File: config.mk
export PLATFORM = sky130hd
export DESIGN_NAME = md5_block_compression
export DESIGN_NICKNAME = d
export VERILOG_FILES = /design/src/rtl/md5_pkg.sv /design/src/rtl/md5_ctrl.sv /design/src/rtl/md5_dp.sv /design/src/rtl/md5_block_compression.sv
export VERILOG_INCLUDE_DIRS = /design/src /design/src/rtl
export SDC_FILE = /design/constraint.sdc
export NUM_CORES = 2
export LEC_CHECK = 0
export ABC_AREA = 1
export ABC_CLOCK_PERIOD_IN_PS = 11400
export BUFFER_PORTS_ARGS = -buffer_cell sky130_fd_sc_hd__clkbuf_2
export CAP_MARGIN = 0
export CORE_ASPECT_RATIO = 2
export CORE_MARGIN = 3
export CORE_UTILIZATION = 50
export CTS_BUF_LIST = sky130_fd_sc_hd__clkbuf_16
export DETAILED_ROUTE_END_ITERATION = 12
export PLACE_DENSITY = 0.66
export SKIP_CTS_REPAIR_TIMING = 1
export SYNTH_ARGS = -nofsm -noshare
export SYNTH_HDL_FRONTEND = slang
export SYNTH_SLANG_ARGS = --single-unit
File: constraint.sdc
create_clock -name clk -period 11.4 [get_ports clk]
set_input_delay 0.57 -clock clk [delete_from_list [all_inputs] [get_ports clk]]
set_output_delay 0.57 -clock clk [all_outputs]
set_load 0.03 [all_outputs]
File: src/rtl/md5_block_compression_assert.svh
// ----------------------------------------------------------------------------
// md5 block compression assertion macros
// concurrent assertion helpers used by md5_ctrl, compiled out when
// NO_ASSERTIONS is defined
// ----------------------------------------------------------------------------
`ifndef MD5_BLOCK_COMPRESSION_ASSERT_SVH
`define MD5_BLOCK_COMPRESSION_ASSERT_SVH

`ifndef NO_ASSERTIONS

// same-cycle implication
`define MD5_ASSERT_IMPLY(label, clk, rst_n, ante, cons) \
  label: assert property (@(posedge clk) disable iff (!(rst_n)) (ante) |-> (cons)) \
    else $error("md5 assertion failed");

// next-cycle implication
`define MD5_ASSERT_NEXT(label, clk, rst_n, ante, cons) \
  label: assert property (@(posedge clk) disable iff (!(rst_n)) (ante) |=> (cons)) \
    else $error("md5 assertion failed");

`else

`define MD5_ASSERT_IMPLY(label, clk, rst_n, ante, cons)
`define MD5_ASSERT_NEXT(label, clk, rst_n, ante, cons)

`endif

`endif

File: src/rtl/md5_pkg.sv
// ----------------------------------------------------------------------------
// md5 package
// shared constants, command struct and round helper functions
// ----------------------------------------------------------------------------
package md5_pkg;

  localparam int WORD_W   = 32;
  localparam int BUF_AW   = 4;
  localparam int ROUND_W  = 6;
  localparam int DIGEST_W = 4 * WORD_W;

  localparam logic [BUF_AW-1:0]  LAST_WORD  = 4'd15;
  localparam logic [ROUND_W-1:0] LAST_ROUND = 6'd63;

  localparam logic [WORD_W-1:0] IV_A = 32'h67452301;
  localparam logic [WORD_W-1:0] IV_B = 32'hefcdab89;
  localparam logic [WORD_W-1:0] IV_C = 32'h98badcfe;
  localparam logic [WORD_W-1:0] IV_D = 32'h10325476;

  localparam logic [1:0] STAGE_F = 2'd0;
  localparam logic [1:0] STAGE_G = 2'd1;
  localparam logic [1:0] STAGE_H = 2'd2;
  localparam logic [1:0] STAGE_I = 2'd3;

  localparam logic [WORD_W-1:0] K_TABLE [64] = '{
    32'hd76aa478, 32'he8c7b756, 32'h242070db, 32'hc1bdceee,
    32'hf57c0faf, 32'h4787c62a, 32'ha8304613, 32'hfd469501,
    32'h698098d8, 32'h8b44f7af, 32'hffff5bb1, 32'h895cd7be,
    32'h6b901122, 32'hfd987193, 32'ha679438e, 32'h49b40821,
    32'hf61e2562, 32'hc040b340, 32'h265e5a51, 32'he9b6c7aa,
    32'hd62f105d, 32'h02441453, 32'hd8a1e681, 32'he7d3fbc8,
    32'h21e1cde6, 32'hc33707d6, 32'hf4d50d87, 32'h455a14ed,
    32'ha9e3e905, 32'hfcefa3f8, 32'h676f02d9, 32'h8d2a4c8a,
    32'hfffa3942, 32'h8771f681, 32'h6d9d6122, 32'hfde5380c,
    32'ha4beea44, 32'h4bdecfa9, 32'hf6bb4b60, 32'hbebfbc70,
    32'h289b7ec6, 32'heaa127fa, 32'hd4ef3085, 32'h04881d05,
    32'hd9d4d039, 32'he6db99e5, 32'h1fa27cf8, 32'hc4ac5665,
    32'hf4292244, 32'h432aff97, 32'hab9423a7, 32'hfc93a039,
    32'h655b59c3, 32'h8f0ccc92, 32'hffeff47d, 32'h85845dd1,
    32'h6fa87e4f, 32'hfe2ce6e0, 32'ha3014314, 32'h4e0811a1,
    32'hf7537e82, 32'hbd3af235, 32'h2ad7d2bb, 32'heb86d391
  };

  localparam logic [4:0] ROT_TABLE [4][4] = '{
    '{5'd7, 5'd12, 5'd17, 5'd22},
    '{5'd5, 5'd9,  5'd14, 5'd20},
    '{5'd4, 5'd11, 5'd16, 5'd23},
    '{5'd6, 5'd10, 5'd15, 5'd21}
  };

  typedef struct packed {
    logic                 wr_en;
    logic [BUF_AW-1:0]    wr_idx;
    logic                 load_iv;
    logic                 load_work;
    logic                 round_en;
    logic [ROUND_W-1:0]   round_idx;
    logic                 finish;
  } md5_cmd_t;

  // message word index for a round
  function automatic logic [BUF_AW-1:0] msg_index(input logic [ROUND_W-1:0] r);
    logic [BUF_AW-1:0] rl;
    logic [BUF_AW-1:0] idx;
    rl = r[BUF_AW-1:0];
    unique case (r[5:4])
      STAGE_F: idx = rl;
      STAGE_G: idx = 4'(rl * 4'd5 + 4'd1);
      STAGE_H: idx = 4'(rl * 4'd3 + 4'd5);
      STAGE_I: idx = 4'(rl * 4'd7);
    endcase
    return idx;
  endfunction

  function automatic logic [WORD_W-1:0] round_fn(input logic [1:0] stage,
                                                 input logic [WORD_W-1:0] b,
                                                 input logic [WORD_W-1:0] c,
                                                 input logic [WORD_W-1:0] d);
    logic [WORD_W-1:0] f;
    unique case (stage)
      STAGE_F: f = (b & c) | (~b & d);
      STAGE_G: f = (b & d) | (c & ~d);
      STAGE_H: f = b ^ c ^ d;
      STAGE_I: f = c ^ (b | ~d);
    endcase
    return f;
  endfunction

  function automatic logic [WORD_W-1:0] rotl(input logic [WORD_W-1:0] x,
                                             input logic [4:0] s);
    logic [2*WORD_W-1:0] t;
    t = {x, x} << s;
    return t[2*WORD_W-1:WORD_W];
  endfunction

endpackage

File: src/rtl/md5_ctrl.sv
// ----------------------------------------------------------------------------
// md5 controller
// word counting, round sequencing and result handshake
// ----------------------------------------------------------------------------
`include "md5_block_compression_assert.svh"

module md5_ctrl (
  input  logic              clk,
  input  logic              rst_n,
  input  logic              in_tvalid,
  input  logic              in_tuser,
  output logic              in_tready,
  output logic              out_tvalid,
  input  logic              out_tready,
  output md5_pkg::md5_cmd_t cmd
);
  import md5_pkg::*;

  typedef enum logic [2:0] {
    ST_IDLE  = 3'b001,
    ST_ROUND = 3'b010,
    ST_FINAL = 3'b100
  } state_t;

  state_t               state_r, state_nxt;
  logic [BUF_AW-1:0]    count_r, count_nxt;
  logic [ROUND_W-1:0]   round_r, round_nxt;
  logic                 out_valid_r, out_valid_nxt;
  logic [BUF_AW-1:0]    count_eff;
  logic                 accept;
  logic                 closes_block;

  // a start flag restarts the block at word zero
  assign count_eff    = in_tuser ? '0 : count_r;
  // hold off the closing word while the previous digest is still waiting
  assign in_tready    = (state_r == ST_IDLE) && !(out_valid_r && (count_r == LAST_WORD));
  assign accept       = in_tvalid && in_tready;
  assign closes_block = accept && (count_eff == LAST_WORD);
  assign out_tvalid   = out_valid_r;

  always_comb begin
    state_nxt     = state_r;
    count_nxt     = count_r;
    round_nxt     = round_r;
    out_valid_nxt = out_valid_r;
    if (out_valid_r && out_tready) begin
      out_valid_nxt = 1'b0;
    end
    unique case (state_r)
      ST_IDLE: begin
        if (closes_block) begin
          count_nxt = '0;
          round_nxt = '0;
          state_nxt = ST_ROUND;
        end else if (accept) begin
          count_nxt = count_eff + 4'd1;
        end
      end
      ST_ROUND: begin
        round_nxt = round_r + 6'd1;
        if (round_r == LAST_ROUND) begin
          state_nxt = ST_FINAL;
        end
      end
      ST_FINAL: begin
        out_valid_nxt = 1'b1;
        state_nxt     = ST_IDLE;
      end
      default: begin
        state_nxt = ST_IDLE;
      end
    endcase
  end

  always_ff @(posedge clk) begin
    if (!rst_n) begin
      state_r     <= ST_IDLE;
      count_r     <= '0;
      round_r     <= '0;
      out_valid_r <= 1'b0;
    end else begin
      state_r     <= state_nxt;
      count_r     <= count_nxt;
      round_r     <= round_nxt;
      out_valid_r <= out_valid_nxt;
    end
  end

  always_comb begin
    cmd.wr_en     = accept;
    cmd.wr_idx    = count_eff;
    cmd.load_iv   = accept && in_tuser;
    cmd.load_work = closes_block;
    cmd.round_en  = (state_r == ST_ROUND);
    cmd.round_idx = round_r;
    cmd.finish    = (state_r == ST_FINAL);
  end

  `MD5_ASSERT_NEXT(a_close_starts_rounds, clk, rst_n, closes_block, (state_r == ST_ROUND) && (round_r == '0))
  `MD5_ASSERT_NEXT(a_last_round_to_final, clk, rst_n, (state_r == ST_ROUND) && (round_r == LAST_ROUND), state_r == ST_FINAL)
  `MD5_ASSERT_IMPLY(a_final_out_free, clk, rst_n, state_r == ST_FINAL, !out_valid_r)
  `MD5_ASSERT_NEXT(a_final_sets_valid, clk, rst_n, state_r == ST_FINAL, out_valid_r && (state_r == ST_IDLE))

endmodule

File: src/rtl/md5_dp.sv
// ----------------------------------------------------------------------------
// md5 datapath
// block buffer, chaining words, working words and the shared round unit
// ----------------------------------------------------------------------------
module md5_dp (
  input  logic                          clk,
  input  logic                          rst_n,
  input  md5_pkg::md5_cmd_t             cmd,
  input  logic [md5_pkg::WORD_W-1:0]    in_word,
  output logic [md5_pkg::DIGEST_W-1:0]  digest
);
  import md5_pkg::*;

  logic [WORD_W-1:0]   buf_r [16];
  logic [WORD_W-1:0]   ch_a_r, ch_b_r, ch_c_r, ch_d_r;
  logic [WORD_W-1:0]   wa_r, wb_r, wc_r, wd_r;
  logic [DIGEST_W-1:0] digest_r;

  logic [1:0]          stage;
  logic [WORD_W-1:0]   fv;
  logic [WORD_W-1:0]   sum;
  logic [WORD_W-1:0]   nb;
  logic [WORD_W-1:0]   sum_a, sum_b, sum_c, sum_d;

  assign stage = cmd.round_idx[5:4];
  assign fv    = round_fn(stage, wb_r, wc_r, wd_r);
  assign sum   = wa_r + fv + buf_r[msg_index(cmd.round_idx)] + K_TABLE[cmd.round_idx];
  assign nb    = wb_r + rotl(sum, ROT_TABLE[stage][cmd.round_idx[1:0]]);

  assign sum_a = ch_a_r + wa_r;
  assign sum_b = ch_b_r + wb_r;
  assign sum_c = ch_c_r + wc_r;
  assign sum_d = ch_d_r + wd_r;

  always_ff @(posedge clk) begin
    if (cmd.wr_en) begin
      buf_r[cmd.wr_idx] <= in_word;
    end
  end

  always_ff @(posedge clk) begin
    if (!rst_n) begin
      ch_a_r <= IV_A;
      ch_b_r <= IV_B;
      ch_c_r <= IV_C;
      ch_d_r <= IV_D;
    end else if (cmd.load_iv) begin
      ch_a_r <= IV_A;
      ch_b_r <= IV_B;
      ch_c_r <= IV_C;
      ch_d_r <= IV_D;
    end else if (cmd.finish) begin
      ch_a_r <= sum_a;
      ch_b_r <= sum_b;
      ch_c_r <= sum_c;
      ch_d_r <= sum_d;
    end
  end

  always_ff @(posedge clk) begin
    if (cmd.load_work) begin
      wa_r <= ch_a_r;
      wb_r <= ch_b_r;
      wc_r <= ch_c_r;
      wd_r <= ch_d_r;
    end else if (cmd.round_en) begin
      wa_r <= wd_r;
      wb_r <= nb;
      wc_r <= wb_r;
      wd_r <= wc_r;
    end
  end

  always_ff @(posedge clk) begin
    if (cmd.finish) begin
      digest_r <= {sum_d, sum_c, sum_b, sum_a};
    end
  end

  assign digest = digest_r;

endmodule

File: src/rtl/md5_block_compression.sv
// ----------------------------------------------------------------------------
// md5 block compression
// top level: md5 compression function over pre-padded 32-bit message words
// ----------------------------------------------------------------------------
// Message words are taken one per cycle while the block is idle. The
// sixteenth word of a block starts the compression: one round per cycle
// through a single shared round unit for all 64 rounds, then a final step
// to add the working words into the chaining words and load the output
// register. Input is held off through the rounds and that final step, so
// no word of the next block is taken while one is being compressed. The
// closing word of the next block is also held off while the previous
// digest has not been taken. A set start flag reloads the initial chaining
// words and makes its word the first word of a new block.
module md5_block_compression (
  input  logic                          clk,
  input  logic                          rst_n,
  input  logic                          in_tvalid,
  output logic                          in_tready,
  input  logic [md5_pkg::WORD_W-1:0]    in_tdata,   // message_word
  input  logic                          in_tuser,   // starts_message
  output logic                          out_tvalid,
  input  logic                          out_tready,
  output logic [md5_pkg::DIGEST_W-1:0]  out_tdata   // digest_a, digest_b, digest_c, digest_d
);
  import md5_pkg::*;

  md5_cmd_t cmd;

  md5_ctrl u_ctrl (
    .clk        (clk),
    .rst_n      (rst_n),
    .in_tvalid  (in_tvalid),
    .in_tuser   (in_tuser),
    .in_tready  (in_tready),
    .out_tvalid (out_tvalid),
    .out_tready (out_tready),
    .cmd        (cmd)
  );

  md5_dp u_dp (
    .clk     (clk),
    .rst_n   (rst_n),
    .cmd     (cmd),
    .in_word (in_tdata),
    .digest  (out_tdata)
  );

endmodule

==> impl_metrics.toml <==
[routing]
drc = 0
first_iter_violations = 3768
vias = 45700
dr.pass1.iters = 6
ant_nets = 0
wire_per_inst_um = 28.9
vias_per_cell = 6.16
wirelength_um = 215000

[final_layout]
largest-register = "u_dp.buf_r"
fillers = 9455
largest_reg_flops = 512
fin_cells = 7411
drive_gt1_share_pct = 8.74
mostFrequentLayoutCell = "nand2_1"
layout_common_cells = "nand2_1 (1036), edfxtp_1 (768), inv_1 (585), o21ai_0 (526), nor2_1 (491)"
area_growth_pct = 10.4
fin_nets = 6311
post-route-cell-area_sq_mm = 0.0585

[floorplan]
initial_core_util_pct = 50.5
design.die.area_sq_mm = 0.110
die_w_um = 236
coreArea_sq_mm = 0.105
num_rows = 168
pin_count = 167
die_h_um = 466

[sta]
slew_headroom_pct = 0.152
setup_ws_ps = 381
rsz0062_at_grt = "false"
setup_tns_ps = 0
maxSlewViolCount = 0
hold_viol = 0
fmax_mhz = 90.8
skew_ps = 35.1
finalSetupViolCount = 0
period_share_pct = 96.7
fin_crit_ps = 11020
tightest_slew_ps = 1500

[global_route]
grt_pass1_vias = 45600
grt_max_degree = 129
grt.total_usage_pct = 38.5
grt_pass1_wl_um = 306000
grt_overflow = 0
antenna_found_initial = 19

[place]
post-dp-hpwl_um = 158000
place_inst = 7248
gp_congestion = 1.10
port_buffers = 166
place_worst_setup_slack_ps = 1020
place_area_sq_mm = 0.0557

[power_and_ir_drop]
power.density_mw_per_mm2 = 126
p_sw_share_pct = 26.1
intPower_mw = 5.45
clkPwrFrac_pct = 39.5
power_frac_seq_pct = 49.2
power.total_mw = 7.37
p_comb_share_pct = 11.3
leakage_nw = 22.8
p_switching_mw = 1.92
ir_drop_v = 0.000156

[clock_tree]
clockBufferDepth = 3
cts-root-buf = "clkbuf_16"
clk_latency_ps = 720
htree_levels = 3
cts_made_buffers = 82
clock-sinks = 910
clkTransAtPathRegs_ps = 70
tritoncts = "done"

[critical_path]
start_kind = "register"
r2r-start = "u_ctrl.round_r[1]"
crit_family = "simple AND/OR/NAND/NOR gates"
crit_required_ps = 11840
path_class = "register to register"
cp_max_fo = 12
crit_path_start = "u_ctrl.round_r[1]"
cp_num_buf_inv = 9
slowest_stage = "nor2_1"
arrival_ps = 11460
endpoint_kind = "register"
cpPeakStageDelay_ps = 700

[yosys]
synthesis.nets = 6197
syn_area_per_cell_sq_um = 9.04
ys_warn_count = 0
synth_cell_types = 68
syn_inst = 5861
yosys.area.top_type_share_pct = 43.5
synth_area_leader_cell = "edfxtp_1"
ys_ff_latch = 910
synth-edff-count = 768
ys_seq_area_share_pct = 48.9
synthesis.area_sq_mm = 0.0530
synth.area.top_cells = "edfxtp_1 (44%), nand2_1 (7.3%), dfxtp_1 (5.4%)"
async_flop_share_pct = 0
synthFlopType = "edfxtp_1"

[status]
status = "finished clean"

[min_path]
hp-class = "input pin to register"
hold_start = "out_tready"

[flow_run]
maxCapViolCount = 0
==> worst register-to-register path: cells and delay by family, from the launching register on <==
kind | cells | cell delay (ps)
and+or+nand+nor | 18 | 3590
xor gates and xnor gates | 1 | 190
adders and majority gates | 5 | 2000
AOI/OAI and AO/OA | 11 | 2970
DFF | 1 | 320
buffers and inverters | 9 | 1690
==> metrics by stage <==
step | hold slack, ps | util, %
after CTS | 98.4 | 55.7
after global placement | 468 | 53.1
after floorplan | 458 | -
after global routing | 117 | 55.8
after detailed placement | 478 | 53.1
final | 119 | 55.8
==> Yosys cell counts, types with 8 or more instances <==
library cell and instances:
mux2i_1 122, buf_1 21, a21boi_2 8, nand4_1 19, nand3_2 10, o31ai_1 19
o22ai_1 36, nor3_1 163, o21ai_0 527, o21ai_2 12, o21ai_1 63, o21a_1 9
buf_4 9, buf_2 49, o221ai_1 33, a21oi_1 455, a21o_1 16, inv_1 582
nand2_2 8, nor4_1 10, xor2_1 101, o32ai_1 14, clkbuf_1 175, a32oi_1 22
ha_1 227, nand2_1 1037, nor2_1 508, a31oi_1 53, nand3b_1 17, edfxtp_1 768
inv_2 15, dfxtp_1 142, a211oi_1 20, o211ai_1 46, fa_1 72, xnor2_1 57
nand3_1 320
==> area by class of cell <==
cell class | count | area [sq um] | share of cell area, %
Antenna cell | 7 | 17.5 | 0.0299
Clock buffer | 82 | 2050 | 3.51
Inverter | 600 | 2260 | 3.86
Sequential cell | 910 | 25900 | 44.3
Tap cell | 1360 | 1700 | 2.91
Timing Repair Buffer | 287 | 1860 | 3.18
Multi-Input combinational cell | 4094 | 24000 | 41.0
Clock inverter | 71 | 748 | 1.28
==> per-layer routing <==
metal | routed length (um) | global-route usage [%] | up-vias
li1 | - | - | 20700
met1 | 62400 | 33.6 | 22000
met2 | 108000 | 68.3 | 2127
met3 | 16300 | 10.7 | 908
met4 | 27400 | 39.3 | 12
met5 | 107 | 0 | -
==> worst paths after layout <==
| path | endpoint | slack, ps | cells after the start |
|---|---|---|---|
| setup / recovery | u_dp.wb_r[28] | 380 | 44 |
| hold reg to reg | u_dp.ch_d_r[0] | 490 | 2 |
| hold / removal | u_ctrl.out_tvalid | 120 | 4 |
| setup reg to reg | u_dp.wb_r[28] | 380 | 44 |
==> cell families after synthesis <==
family / count (synthesis) / synth area share (%)
DFF: 910 / 48.9
xor gates and xnor gates: 158 / 2.61
AOI/OAI and AO/OA: 1401 / 15.2
and+or+nand+nor: 2114 / 16.6
muxes: 122 / 2.30
buffers and inverters: 857 / 6.29
adders and majority gates: 299 / 8.08
==> power groups by stage <==
stage | Sequential [mW] | Combinational [mW] | Clock [mW]
after floorplan | 3.70 | 0.503 | 0
after global placement | 3.70 | 0.795 | 0
after detailed placement | 3.70 | 0.801 | 0
after CTS | 3.63 | 0.803 | 2.94
after global routing | 3.63 | 0.906 | 3.07
final | 3.63 | 0.831 | 2.91
Note: power is estimated with default switching activity, not from simulation.
